**config.mk**
```make
export PLATFORM = sky130hd
export DESIGN_NAME = block_buffer_cache
export DESIGN_NICKNAME = d
export VERILOG_FILES = /design/src/bbc_pkg.sv /design/src/bbc_tag_store.sv /design/src/block_buffer_cache.sv
export SDC_FILE = /design/constraint.sdc
export NUM_CORES = 1
export LEC_CHECK = 0
export ABC_AREA = 1
export BUFFER_PORTS_ARGS = -buffer_cell sky130_fd_sc_hd__buf_2
export CORE_ASPECT_RATIO = 1.1
export CORE_MARGIN = 3
export CORE_UTILIZATION = 35
export CTS_CLUSTER_SIZE = 24
export DETAILED_ROUTE_END_ITERATION = 10
export PLACE_DENSITY_LB_ADDON = 0.08
export SKIP_LAST_GASP = 1
export SYNTH_ARGS = -nofsm -noshare
export SYNTH_HDL_FRONTEND = slang
export SYNTH_SLANG_ARGS = --single-unit
```
**constraint.sdc**
```tcl
create_clock -name clk -period 4.9 [get_ports clk]
set_input_delay 0.735 -clock clk [delete_from_list [all_inputs] [get_ports clk]]
set_output_delay 0.735 -clock clk [all_outputs]
set_load 0.005 [all_outputs]
```
**src/bbc_pkg.sv**
```systemverilog
package bbc_pkg;

    // Default sizes
    localparam int NUM_SLOTS_DEF  = 8;
    localparam int BLOCK_BITS_DEF = 16;

    // Port field widths
    localparam int REQ_W    = 3;
    localparam int BLKNUM_W = 16;
    localparam int KIND_W   = 2;
    localparam int SLOT_W   = 3;
    localparam int WB_W     = 16;

    // Request codes
    localparam logic [REQ_W-1:0] REQ_BLOCK  = 3'd0;
    localparam logic [REQ_W-1:0] REQ_BUFFER = 3'd1;
    localparam logic [REQ_W-1:0] REQ_UPDATE = 3'd2;
    localparam logic [REQ_W-1:0] REQ_SAVE   = 3'd3;
    localparam logic [REQ_W-1:0] REQ_EMPTY  = 3'd4;
    localparam logic [REQ_W-1:0] REQ_FLUSH  = 3'd5;

    // Result kinds
    localparam logic [KIND_W-1:0] KIND_GRANT = 2'd0;
    localparam logic [KIND_W-1:0] KIND_WB    = 2'd1;
    localparam logic [KIND_W-1:0] KIND_DONE  = 2'd2;

    // Tag store write controls
    typedef struct packed {
        logic wr;
        logic clr_one;
        logic clr_all;
    } tag_ctl_t;

endpackage

```
**src/bbc_tag_store.sv**
```systemverilog
module bbc_tag_store #(
    parameter int NUM_SLOTS  = bbc_pkg::NUM_SLOTS_DEF,
    parameter int BLOCK_BITS = bbc_pkg::BLOCK_BITS_DEF,
    localparam int SW = (NUM_SLOTS > 1) ? $clog2(NUM_SLOTS) : 1
) (
    input  logic                  clk,
    input  logic                  rst_n,
    input  bbc_pkg::tag_ctl_t     ctl,
    input  logic [SW-1:0]         wr_addr,
    input  logic [BLOCK_BITS-1:0] wr_tag,
    input  logic [SW-1:0]         rd_addr,
    output logic [BLOCK_BITS-1:0] rd_tag
);
    import bbc_pkg::*;

    logic [BLOCK_BITS-1:0] mem [NUM_SLOTS];
    logic [BLOCK_BITS-1:0] q_reg;
    logic                  qv_reg;
    logic [NUM_SLOTS-1:0]  valid_reg;
    logic [NUM_SLOTS-1:0]  valid_next;

    // Write the tag array and register the read word
    always_ff @(posedge clk)
    begin
        if (ctl.wr)
        begin
            mem[wr_addr] <= wr_tag;
        end
        q_reg <= mem[rd_addr];
    end

    // Track which slots hold a written tag; others read as free
    always_comb
    begin
        valid_next = valid_reg;
        if (ctl.clr_all)
        begin
            valid_next = '0;
        end
        else if (ctl.clr_one)
        begin
            valid_next[wr_addr] = 1'b0;
        end
        else if (ctl.wr)
        begin
            valid_next[wr_addr] = 1'b1;
        end
    end

    always_ff @(posedge clk or negedge rst_n)
    begin
        if (!rst_n)
        begin
            valid_reg <= '0;
            qv_reg    <= 1'b0;
        end
        else
        begin
            valid_reg <= valid_next;
            qv_reg    <= valid_reg[rd_addr];
        end
    end

    assign rd_tag = qv_reg ? q_reg : '0;

endmodule

```
**src/block_buffer_cache.sv**
```systemverilog
// Block buffer cache controller: keeps a block tag and a dirty mark for each of
// NUM_SLOTS buffer slots and answers one request at a time; in_stall is high
// while the sequencer is busy with a request, until its last result is loaded
// into the output register. The tags sit in a memory with one registered read
// port: a block or buffer request streams all NUM_SLOTS tags through one compare
// unit, and a dirty victim is written back in a beat of its own before the grant;
// save all and flush all read and then check one slot at a time; update, empty
// all and unknown codes go straight to the done beat. Output stalls hold the
// sequencer. No clearing pass is needed after reset.
module block_buffer_cache #(
    parameter int NUM_SLOTS  = bbc_pkg::NUM_SLOTS_DEF,
    parameter int BLOCK_BITS = bbc_pkg::BLOCK_BITS_DEF
) (
    input  logic                         clk,
    input  logic                         rst_n,
    input  logic                         in_valid,
    output logic                         in_stall,
    input  logic [bbc_pkg::REQ_W-1:0]    req_type,
    input  logic [bbc_pkg::BLKNUM_W-1:0] block_num,
    output logic                         out_valid,
    input  logic                         out_stall,
    output logic [bbc_pkg::KIND_W-1:0]   kind,
    output logic [bbc_pkg::SLOT_W-1:0]   slot,
    output logic [bbc_pkg::WB_W-1:0]     wb_block,
    output logic                         fetch,
    output logic                         last
);
    import bbc_pkg::*;

    localparam int SW = (NUM_SLOTS > 1) ? $clog2(NUM_SLOTS) : 1;
    localparam int CW = $clog2(NUM_SLOTS + 1);
    localparam int BB = BLOCK_BITS;
    localparam logic [SW-1:0]   LAST_SLOT = SW'(NUM_SLOTS - 1);
    localparam logic [CW-1:0]   CNT_END   = CW'(NUM_SLOTS);
    localparam logic [SW+1:0]   MOD_N     = (SW + 2)'(NUM_SLOTS);

    // Sequencer states
    localparam logic [2:0] S_IDLE   = 3'd0;
    localparam logic [2:0] S_SCAN   = 3'd1;
    localparam logic [2:0] S_DECIDE = 3'd2;
    localparam logic [2:0] S_GRANT  = 3'd3;
    localparam logic [2:0] S_WRD    = 3'd4;
    localparam logic [2:0] S_WEMIT  = 3'd5;
    localparam logic [2:0] S_DONE   = 3'd6;

    logic [2:0]           state_reg, state_next;
    logic [REQ_W-1:0]     req_reg, req_next;
    logic [BB-1:0]        blk_reg, blk_next;
    logic [SW-1:0]        sp_reg, sp_next;
    logic [SW-1:0]        cur_reg, cur_next;
    logic [NUM_SLOTS-1:0] dirty_reg, dirty_next;
    logic [CW-1:0]        cnt_reg, cnt_next;
    logic                 pend_reg, pend_next;
    logic [SW-1:0]        paddr_reg, paddr_next;
    logic                 hit_reg, hit_next;
    logic [SW-1:0]        hslot_reg, hslot_next;
    logic                 free_reg, free_next;
    logic [SW-1:0]        fslot_reg, fslot_next;
    logic [BB-1:0]        vtag_reg, vtag_next;

    logic                 out_valid_reg, out_valid_next;
    logic [KIND_W-1:0]    kind_reg;
    logic [SLOT_W-1:0]    slot_reg;
    logic [WB_W-1:0]      wb_reg;
    logic                 fetch_reg;
    logic                 last_reg;

    // Result beat to load
    logic                 emit;
    logic [KIND_W-1:0]    e_kind;
    logic [SW-1:0]        e_slot;
    logic [BB-1:0]        e_wb;
    logic                 e_fetch;
    logic                 e_last;

    logic                 out_free;
    logic                 accept;
    logic [BB-1:0]        blk_in;
    logic [BB+BLKNUM_W-1:0] blk_ext;
    logic [SW+SLOT_W-1:0] slot_ext;
    logic [BB+WB_W-1:0]   wb_ext;
    logic [SW+1:0]        scan_sum;
    logic [SW-1:0]        scan_addr;
    logic [SW-1:0]        vic_slot;
    logic [SW-1:0]        walk_idx;
    logic                 walk_need;

    tag_ctl_t             tctl;
    logic [SW-1:0]        t_waddr;
    logic [SW-1:0]        t_raddr;
    logic [BB-1:0]        t_rtag;

    bbc_tag_store #(
        .NUM_SLOTS  (NUM_SLOTS),
        .BLOCK_BITS (BLOCK_BITS)
    ) u_tags (
        .clk     (clk),
        .rst_n   (rst_n),
        .ctl     (tctl),
        .wr_addr (t_waddr),
        .wr_tag  (blk_reg),
        .rd_addr (t_raddr),
        .rd_tag  (t_rtag)
    );

    // Fit the block number to the tag width
    assign blk_ext  = {{BB{1'b0}}, block_num};
    assign blk_in   = blk_ext[BB-1:0];

    assign in_stall = (state_reg != S_IDLE);
    assign accept   = in_valid && !in_stall;
    assign out_free = !out_valid_reg || !out_stall;

    // Scan address: slot after the search pointer, plus the scan count, wrapped
    assign scan_sum  = (SW + 2)'(sp_reg) + (SW + 2)'(1) + (SW + 2)'(cnt_reg[SW-1:0]);
    assign scan_addr = (scan_sum >= MOD_N) ? SW'(scan_sum - MOD_N) : SW'(scan_sum);
    assign vic_slot  = (sp_reg == LAST_SLOT) ? '0 : SW'(sp_reg + SW'(1));
    assign walk_idx  = cnt_reg[SW-1:0];
    assign walk_need = (t_rtag != '0) && dirty_reg[walk_idx];

    // Sequencer
    always_comb
    begin
        state_next  = state_reg;
        req_next    = req_reg;
        blk_next    = blk_reg;
        sp_next     = sp_reg;
        cur_next    = cur_reg;
        dirty_next  = dirty_reg;
        cnt_next    = cnt_reg;
        pend_next   = 1'b0;
        paddr_next  = paddr_reg;
        hit_next    = hit_reg;
        hslot_next  = hslot_reg;
        free_next   = free_reg;
        fslot_next  = fslot_reg;
        vtag_next   = vtag_reg;
        tctl        = '0;
        t_waddr     = walk_idx;
        t_raddr     = walk_idx;
        emit        = 1'b0;
        e_kind      = KIND_DONE;
        e_slot      = cur_reg;
        e_wb        = '0;
        e_fetch     = 1'b0;
        e_last      = 1'b1;

        case (state_reg)
            S_IDLE:
            begin
                if (accept)
                begin
                    req_next  = req_type;
                    blk_next  = blk_in;
                    cnt_next  = '0;
                    hit_next  = 1'b0;
                    free_next = 1'b0;
                    case (req_type)
                        REQ_BLOCK, REQ_BUFFER:
                        begin
                            state_next = S_SCAN;
                        end
                        REQ_UPDATE:
                        begin
                            dirty_next[cur_reg] = 1'b1;
                            state_next = S_DONE;
                        end
                        REQ_SAVE, REQ_FLUSH:
                        begin
                            state_next = S_WRD;
                        end
                        REQ_EMPTY:
                        begin
                            tctl.clr_all = 1'b1;
                            dirty_next   = '0;
                            cur_next     = LAST_SLOT;
                            state_next   = S_DONE;
                        end
                        default:
                        begin
                            state_next = S_DONE;
                        end
                    endcase
                end
            end

            S_SCAN:
            begin
                // Issue one tag read per cycle
                t_raddr = scan_addr;
                if (cnt_reg != CNT_END)
                begin
                    pend_next  = 1'b1;
                    paddr_next = scan_addr;
                    cnt_next   = cnt_reg + CW'(1);
                end
                // Compare the tag read last cycle
                if (pend_reg)
                begin
                    if (!hit_reg && t_rtag == blk_reg)
                    begin
                        hit_next   = 1'b1;
                        hslot_next = paddr_reg;
                    end
                    if (!free_reg && t_rtag == '0)
                    begin
                        free_next  = 1'b1;
                        fslot_next = paddr_reg;
                    end
                    if (paddr_reg == vic_slot)
                    begin
                        vtag_next = t_rtag;
                    end
                    if (cnt_reg == CNT_END)
                    begin
                        state_next = S_DECIDE;
                    end
                end
            end

            S_DECIDE:
            begin
                t_waddr = hit_reg ? hslot_reg : (free_reg ? fslot_reg : vic_slot);
                if (out_free)
                begin
                    emit    = 1'b1;
                    e_kind  = KIND_GRANT;
                    e_slot  = t_waddr;
                    e_fetch = !hit_reg && (req_reg == REQ_BLOCK);
                    sp_next  = t_waddr;
                    cur_next = t_waddr;
                    state_next = S_IDLE;
                    if (!hit_reg)
                    begin
                        tctl.wr = 1'b1;
                        dirty_next[t_waddr] = 1'b0;
                        // Write back a dirty victim before the grant
                        if (!free_reg && vtag_reg != '0 && dirty_reg[vic_slot])
                        begin
                            e_kind     = KIND_WB;
                            e_wb       = vtag_reg;
                            e_fetch    = 1'b0;
                            e_last     = 1'b0;
                            state_next = S_GRANT;
                        end
                    end
                end
            end

            S_GRANT:
            begin
                if (out_free)
                begin
                    emit       = 1'b1;
                    e_kind     = KIND_GRANT;
                    e_slot     = cur_reg;
                    e_fetch    = (req_reg == REQ_BLOCK);
                    state_next = S_IDLE;
                end
            end

            S_WRD:
            begin
                state_next = S_WEMIT;
            end

            S_WEMIT:
            begin
                if (!walk_need || out_free)
                begin
                    if (walk_need)
                    begin
                        emit   = 1'b1;
                        e_kind = KIND_WB;
                        e_slot = walk_idx;
                        e_wb   = t_rtag;
                        e_last = 1'b0;
                    end
                    cur_next = walk_idx;
                    if (req_reg == REQ_FLUSH)
                    begin
                        tctl.clr_one = 1'b1;
                        dirty_next[walk_idx] = 1'b0;
                    end
                    if (walk_idx == LAST_SLOT)
                    begin
                        state_next = S_DONE;
                    end
                    else
                    begin
                        cnt_next   = cnt_reg + CW'(1);
                        state_next = S_WRD;
                    end
                end
            end

            S_DONE:
            begin
                if (out_free)
                begin
                    emit       = 1'b1;
                    e_kind     = KIND_DONE;
                    e_slot     = cur_reg;
                    state_next = S_IDLE;
                end
            end

            default:
            begin
                state_next = S_IDLE;
            end
        endcase
    end

    // Output register: load a new beat, else drop a taken one
    always_comb
    begin
        if (emit)
        begin
            out_valid_next = 1'b1;
        end
        else if (out_stall)
        begin
            out_valid_next = out_valid_reg;
        end
        else
        begin
            out_valid_next = 1'b0;
        end
    end

    assign slot_ext = {{SLOT_W{1'b0}}, e_slot};
    assign wb_ext   = {{WB_W{1'b0}}, e_wb};

    always_ff @(posedge clk)
    begin
        if (emit)
        begin
            kind_reg  <= e_kind;
            slot_reg  <= slot_ext[SLOT_W-1:0];
            wb_reg    <= wb_ext[WB_W-1:0];
            fetch_reg <= e_fetch;
            last_reg  <= e_last;
        end
    end

    // Working registers of the current request
    always_ff @(posedge clk)
    begin
        req_reg   <= req_next;
        blk_reg   <= blk_next;
        paddr_reg <= paddr_next;
        hslot_reg <= hslot_next;
        fslot_reg <= fslot_next;
        vtag_reg  <= vtag_next;
    end

    // Control and cache state
    always_ff @(posedge clk or negedge rst_n)
    begin
        if (!rst_n)
        begin
            state_reg     <= S_IDLE;
            sp_reg        <= '0;
            cur_reg       <= '0;
            dirty_reg     <= '0;
            cnt_reg       <= '0;
            pend_reg      <= 1'b0;
            hit_reg       <= 1'b0;
            free_reg      <= 1'b0;
            out_valid_reg <= 1'b0;
        end
        else
        begin
            state_reg     <= state_next;
            sp_reg        <= sp_next;
            cur_reg       <= cur_next;
            dirty_reg     <= dirty_next;
            cnt_reg       <= cnt_next;
            pend_reg      <= pend_next;
            hit_reg       <= hit_next;
            free_reg      <= free_next;
            out_valid_reg <= out_valid_next;
        end
    end

    assign out_valid = out_valid_reg;
    assign kind      = kind_reg;
    assign slot      = slot_reg;
    assign wb_block  = wb_reg;
    assign fetch     = fetch_reg;
    assign last      = last_reg;

endmodule

```
==> results of run 1 <==
metal layers:
metal | GRT usage | wire (microns)
met5 | 0 | 0
met4 | 0.0402 | 524
met3 | 0.0203 | 1050
met2 | 0.298 | 14200
met1 | 0.230 | 12900
layout by cell type, fill, tap and decap left out, types with 8 or more instances in the layout:
| cell type | count |
|---|---|
| inv_1 | 91 |
| nand4_1 | 13 |
| nand3_1 | 31 |
| nor2_1 | 133 |
| o21ai_1 | 34 |
| a21oi_1 | 20 |
| dfxtp_1 | 16 |
| buf_2 | 47 |
| clkbuf_16 | 30 |
| nand2_1 | 240 |
| or2_2 | 8 |
| edfxtp_1 | 195 |
| inv_2 | 13 |
| o211ai_1 | 21 |
| xnor2_1 | 10 |
| dfrtp_1 | 34 |
| o21ai_0 | 80 |
| buf_4 | 15 |
| o22ai_1 | 32 |
logic make-up (layout without fill, tap and decap cells):
logic type | after synthesis | in the layout | synth area share
and+or+nand+nor | 467 | 467 | 0.182
DFF | 245 | 245 | 0.647
buffers and inverters | 142 | 222 | 0.0535
xor gates and xnor gates | 13 | 13 | 0.0105
AOI/OAI and AO/OA | 193 | 193 | 0.0989
adders and majority gates | 7 | 7 | 0.00875
layout make-up:
| class | count | area (sq um) |
|---|---|---|
| well taps | 414 | 518 |
| inverters | 106 | 398 |
| multi-input cells | 680 | 3320 |
| flip-flops and latches | 245 | 7030 |
| fillers | 3057 | 18000 |
| clock buffers | 40 | 818 |
| repair buffers | 62 | 348 |
| clock inverters | 14 | 109 |
power breakdown:
part / leakage (nW) / switching, mW / internal, mW / total, mW
logic: 2.14 / 1.90 / 0.845 / 2.74
registers: 2.35 / 0.319 / 2.71 / 3.03
clock network: 0.461 / 0.855 / 1.22 / 2.08
worst paths after layout:
kind / start / slack (ns) / cells after the start / end
hold / removal: rst_n / 0.31 / 1 / dirty_reg[0]
setup / recovery: u_tags.qv_reg / 1.71 / 8 / wb_block[4]
min in group clk: block_num[8] / 0.36 / 1 / blk_reg[8]
max in group asynchronous: rst_n / 4.05 / 1 / u_tags.qv_reg
hold reg to reg: u_tags.valid_reg[5] / 0.49 / 2 / u_tags.valid_reg[5]
setup reg to reg: u_tags.qv_reg / 1.71 / 8 / wb_block[4]
==> impl_metrics.sql, run 1 <==
INSERT INTO impl_metrics (metric_group, metric, value, unit) VALUES
('logic_synthesis', 'synth_enable_flop_cells', '195', ''),
('floorplan', 'die_span_y', '191', 'microns'),
('finish', 'final_nets', '1154', ''),
('clock_tree', 'tritoncts', 'built', ''),
('floorplan', 'effective_utilization_at_floorplan', '0.356', ''),
('timing', 'timing.final.ws_setup', '1.71', 'ns'),
('route', 'wl_per_cell', '18.4', 'microns'),
('placed_design', 'io_buffers', '47', ''),
('route', 'route.final.wire_length', '28.7', 'mm'),
('timing', 'report.final.slew_viol_count', '0', ''),
('critical_path', 'critical_path_cell_sequence', 'o21ai_0, nand2_1, nor2_1, nand2_1, nand2_1, nor2_1, nand2_1, o31ai_4', ''),
('critical_path', 'worst-path-max-fanout', '24', ''),
('logic_synthesis', 'cell_accounting_for_the_most_synthesized_area', 'edfxtp_1', ''),
('placed_design', 'dpl.cell_count', '1507', ''),
('grt', 'globalRouteTotalUtil', '0.171', ''),
('status', 'run_status', 'complete, no violations', ''),
('critical_path', 'start_kind', 'register', ''),
('grt', 'first_global_vias', '7492', ''),
('finish', 'design_area', '12500', 'sq um'),
('timing', 'setup_total_negative_slack', '0', 'ns'),
('timing', 'setup_repair_after_global_routing_missed_its_margin', 'no', ''),
('clock_tree', 'root_buffer', 'clkbuf_16', ''),
('placed_design', 'placement.setup.worst_slack', '1.53', 'ns'),
('clock_tree', 'cts_setup_buffers', '0', ''),
('critical_path', 'kind_of_critical_path', 'register to register', ''),
('critical_path', 'critPathArrivalTime', '3.34', 'ns'),
('finish', 'drive_gt1_frac', '0.135', ''),
('critical_path', 'category_of_cells_accounting_for_the_largest_share_of_critical_path_delay', 'simple AND/OR/NAND/NOR gates', ''),
('placed_design', 'placedInstanceArea', '11600', 'sq um'),
('critical_path', 'crit_required', '5.05', 'ns'),
('clock_tree', 'cts.htree.levels', '1', ''),
('pwr', 'power.density_cell_area', '626', 'nW/um^2'),
('finish', 'area_delta_synth_final', '15.3', '%'),
('pwr', 'leakagePower', '4.95', 'nW'),
('route', 'dr.pass1.iters', '7', ''),
('logic_synthesis', 'seq_area_frac_synth', '0.647', ''),
('critical_path', 'crit_path_max_incr_delay', '0.78', 'ns'),
('placed_design', 'place.detailed.hpwl', '18.8', 'mm'),
('logic_synthesis', 'synth_top_area_share', '0.539', ''),
('grt', 'grt_antenna_before_repair', '0', ''),
('logic_synthesis', 'ys.warnings.count', '0', ''),
('run', 'max-cap-violations', '0', ''),
('logic_synthesis', 'post_synth.cell_area_avg', '10.2', 'sq um'),
('clock_tree', 'clkTransAtPathRegs', '0.06', 'ns'),
('finish', 'final_non_filler_cells', '1561', ''),
('floorplan', 'floorplan.rows', '67', ''),
('timing', 'clock-skew-final', '0.0142', 'ns'),
('clock_tree', 'cts-root-to-sink-buffers', '3', ''),
('timing', 'finalSetupViolations', '0', ''),
('clock_tree', 'cts-resized-gates', '0', ''),
('clock_tree', 'clkLatencyLatePin', '0.54', 'ns'),
('route', 'vias_per_cell', '4.89', ''),
('timing', 'hold_violations', '0', ''),
('floorplan', 'fp.dieW', '174', 'microns'),
('timing', 'final_period_minus_worst_setup_slack', '3.19', 'ns'),
('timing', 'achievable-frequency', '313', 'MHz'),
('logic_synthesis', 'ys_dominant_reg_cell', 'edfxtp_1', ''),
('route', 'post-route-drc-count', '0', ''),
('critical_path', 'timing.critical_path.slowest_stage_cell', 'dfrtp_1', ''),
('clock_tree', 'tritoncts_num_sinks', '245', ''),
('critical_path', 'cp_common_cell', 'nand2_1', ''),
('critical_path', 'cp_num_buf_inv', '0', ''),
('clock_tree', 'cts_hold_buf', '0', ''),
('route', 'via_count', '7636', ''),
('logic_synthesis', 'synth_fp_nets', '1097', ''),
('logic_synthesis', 'post-synth-top-count-cell', 'nand2_1', ''),
('pwr', 'max-vdd-ir-drop', '0.000360', 'V'),
('timing', 'least_margin_pin_slew', '1.29', 'ns'),
('finish', 'regMostFlops', 'u_tags.mem', ''),
('route', 'detail-route-antenna-nets', '0', ''),
('critical_path', 'end_kind', 'register', '');
(Power assumes the default switching activity.)
==> run 2: changes to the inputs <==
- clock period: 4.9 -> 3.05 ns (I/O delays scaled with it)
==> impl_metrics.sql, run 2 (same netlist as run 1, synthesis figures left out) <==
INSERT INTO impl_metrics (metric_group, metric, value, unit) VALUES
('status', 'run_status', 'complete, no violations', ''),
('grt', 'gr-total-overflow', '0', ''),
('route', 'post-route-drc-count', '0', ''),
('placed_design', 'io_buffers', '47', ''),
('clock_tree', 'cts.htree.levels', '1', ''),
('placed_design', 'place.detailed.hpwl', '18.9', 'mm'),
('finish', 'fillerInstances', '3002', ''),
('route', 'drtIter0Drc', '459', ''),
('clock_tree', 'cts_inserted_buffers', '29', ''),
('pwr', 'post-layout-total-power', '12.7', 'mW'),
('floorplan', 'coreArea', '30500', 'sq um'),
('grt', 'first_global_vias', '7733', ''),
('grt', 'grt_first_pass_wirelength', '45.5', 'mm'),
('critical_path', 'critPathArrivalTime', '3.05', 'ns'),
('pwr', 'leakagePower', '5.01', 'nW'),
('timing', 'timing.final.crit_share', '0.841', ''),
('finish', 'design_area', '12700', 'sq um'),
('floorplan', 'fp.dieW', '174', 'microns'),
('clock_tree', 'cts_hold_buf', '0', ''),
('route', 'route.final.wire_length', '29.0', 'mm'),
('placed_design', 'placement.setup.worst_slack', '0.195', 'ns'),
('finish', 'final_nets', '1164', ''),
('placed_design', 'dpl.cell_count', '1517', ''),
('worst_hold_path', 'worstHoldPathType', 'primary input to async pin', ''),
('finish', 'largest_register_ff_count', '128', ''),
('timing', 'final_period_minus_worst_setup_slack', '2.56', 'ns'),
('clock_tree', 'cts_setup_buffers', '0', ''),
('clock_tree', 'cts-root-to-sink-buffers', '3', ''),
('timing', 'timing.hold.ws', '0.0237', 'ns'),
('finish', 'layout_commonest_cell', 'nand2_1', ''),
('placed_design', 'placedInstanceArea', '11800', 'sq um'),
('critical_path', 'kind_of_critical_path', 'register to register', ''),
('clock_tree', 'clkTransAtPathRegs', '0.06', 'ns'),
('placed_design', 'gpl.final_weighted_congestion', '0.850', ''),
('finish', 'final_util', '0.416', ''),
('grt', 'globalRouteTotalUtil', '0.175', ''),
('timing', 'achievable-frequency', '390', 'MHz'),
('route', 'wl_per_cell', '18.4', 'microns'),
('run', 'max-cap-violations', '0', ''),
('timing', 'relSlewSlack', '0.272', ''),
('clock_tree', 'tritoncts', 'built', ''),
('timing', 'report.final.slew_viol_count', '0', ''),
('floorplan', 'effective_utilization_at_floorplan', '0.356', ''),
('critical_path', 'worst-path-max-fanout', '22', ''),
('critical_path', 'end_kind', 'register', ''),
('floorplan', 'die_span_y', '191', 'microns'),
('clock_tree', 'root_buffer', 'clkbuf_16', ''),
('critical_path', 'start_kind', 'register', ''),
('pwr', 'max-vdd-ir-drop', '0.000555', 'V'),
('timing', 'least_margin_pin_slew', '1.09', 'ns'),
('finish', 'area_delta_synth_final', '16.8', '%'),
('clock_tree', 'tritoncts_num_sinks', '245', ''),
('route', 'dr.pass1.iters', '5', ''),
('finish', 'ant_cells', '0', ''),
('floorplan', 'design.portCount', '48', ''),
('critical_path', 'crit_required', '3.54', 'ns'),
('floorplan', 'floorplan.rows', '67', ''),
('route', 'via_count', '7697', ''),
('timing', 'timing.final.ws_setup', '0.485', 'ns'),
('timing', 'hold_violations', '0', ''),
('route', 'vias_per_cell', '4.90', ''),
('grt', 'grt_antenna_before_repair', '0', ''),
('timing', 'clock-skew-final', '0.0152', 'ns'),
('finish', 'drive_gt1_frac', '0.141', ''),
('finish', 'most-common-layout-cells', 'nand2_1, edfxtp_1, nor2_1', ''),
('grt', 'maximum_number_of_pins_on_one_net_before_global_route_repair', '71', ''),
('pwr', 'power.density_cell_area', '1000', 'nW/um^2'),
('floorplan', 'fp.dieArea', '33200', 'sq um'),
('timing', 'finalSetupViolations', '0', ''),
('route', 'detail-route-antenna-nets', '0', ''),
('clock_tree', 'clkLatencyLatePin', '0.56', 'ns'),
('timing', 'setup_repair_after_global_routing_missed_its_margin', 'no', ''),
('finish', 'final_non_filler_cells', '1571', ''),
('finish', 'regMostFlops', 'u_tags.mem', ''),
('timing', 'setup_total_negative_slack', '0', 'ns');
## run 2: worst paths after layout
check | from | end | slack [ns] | cells after the start
min in group clk | block_num[8] | blk_reg[8] | 0.07 | 1
setup reg to reg | cnt_reg[0] | u_tags.q_reg[2] | 0.49 | 9
setup / recovery | cnt_reg[0] | u_tags.q_reg[2] | 0.49 | 9
hold reg to reg | u_tags.valid_reg[7] | u_tags.valid_reg[7] | 0.49 | 2
max in group asynchronous | rst_n | u_tags.valid_reg[7] | 2.48 | 1
hold / removal | rst_n | free_reg | 0.02 | 1
## run 2: timing repair
| item | in CTS | in global routing |
|---|---|---|
| setup endpoints to repair | 0 | 4 |
| hold endpoints to repair | 0 | 0 |
| resized for setup | 0 | 2 |
## run 2: area by class of cell
class	count	area, sq um	area share
Sequential cell	245	7030	0.554
Inverter	106	400	0.0315
Tap cell	414	518	0.0408
Timing Repair Buffer	72	498	0.0392
Clock inverter	13	81.3	0.00641
Multi-Input combinational cell	680	3340	0.263
Clock buffer	41	831	0.0655
## run 2: report_power, final
group / internal [mW] / total [mW] / switching, mW / leakage (nW)
Combinational: 1.47 / 4.58 / 3.11 / 2.21
Sequential: 4.35 / 4.85 / 0.499 / 2.35
Clock: 1.90 / 3.26 / 1.37 / 0.451
## run 2: routing by layer
metal / up-vias / track usage / routed length, microns
met4: 0 / 0.0458 / 581
met2: 172 / 0.306 / 14400
met3: 37 / 0.0247 / 1350
li1: 3773 / - / -
met1: 3715 / 0.231 / 12700
met5: - / 0 / 0
## run 2: critical path, stage by stage, from the launching register on
cell and delay (ns):
dfrtp_1 0.52, inv_2 0.18, ha_1 0.23, fa_1 0.47, o21ai_2 0.22, buf_4 0.34
o21ai_0 0.20, o22ai_1 0.18, nand2_1 0.06, o21ai_1 0.10
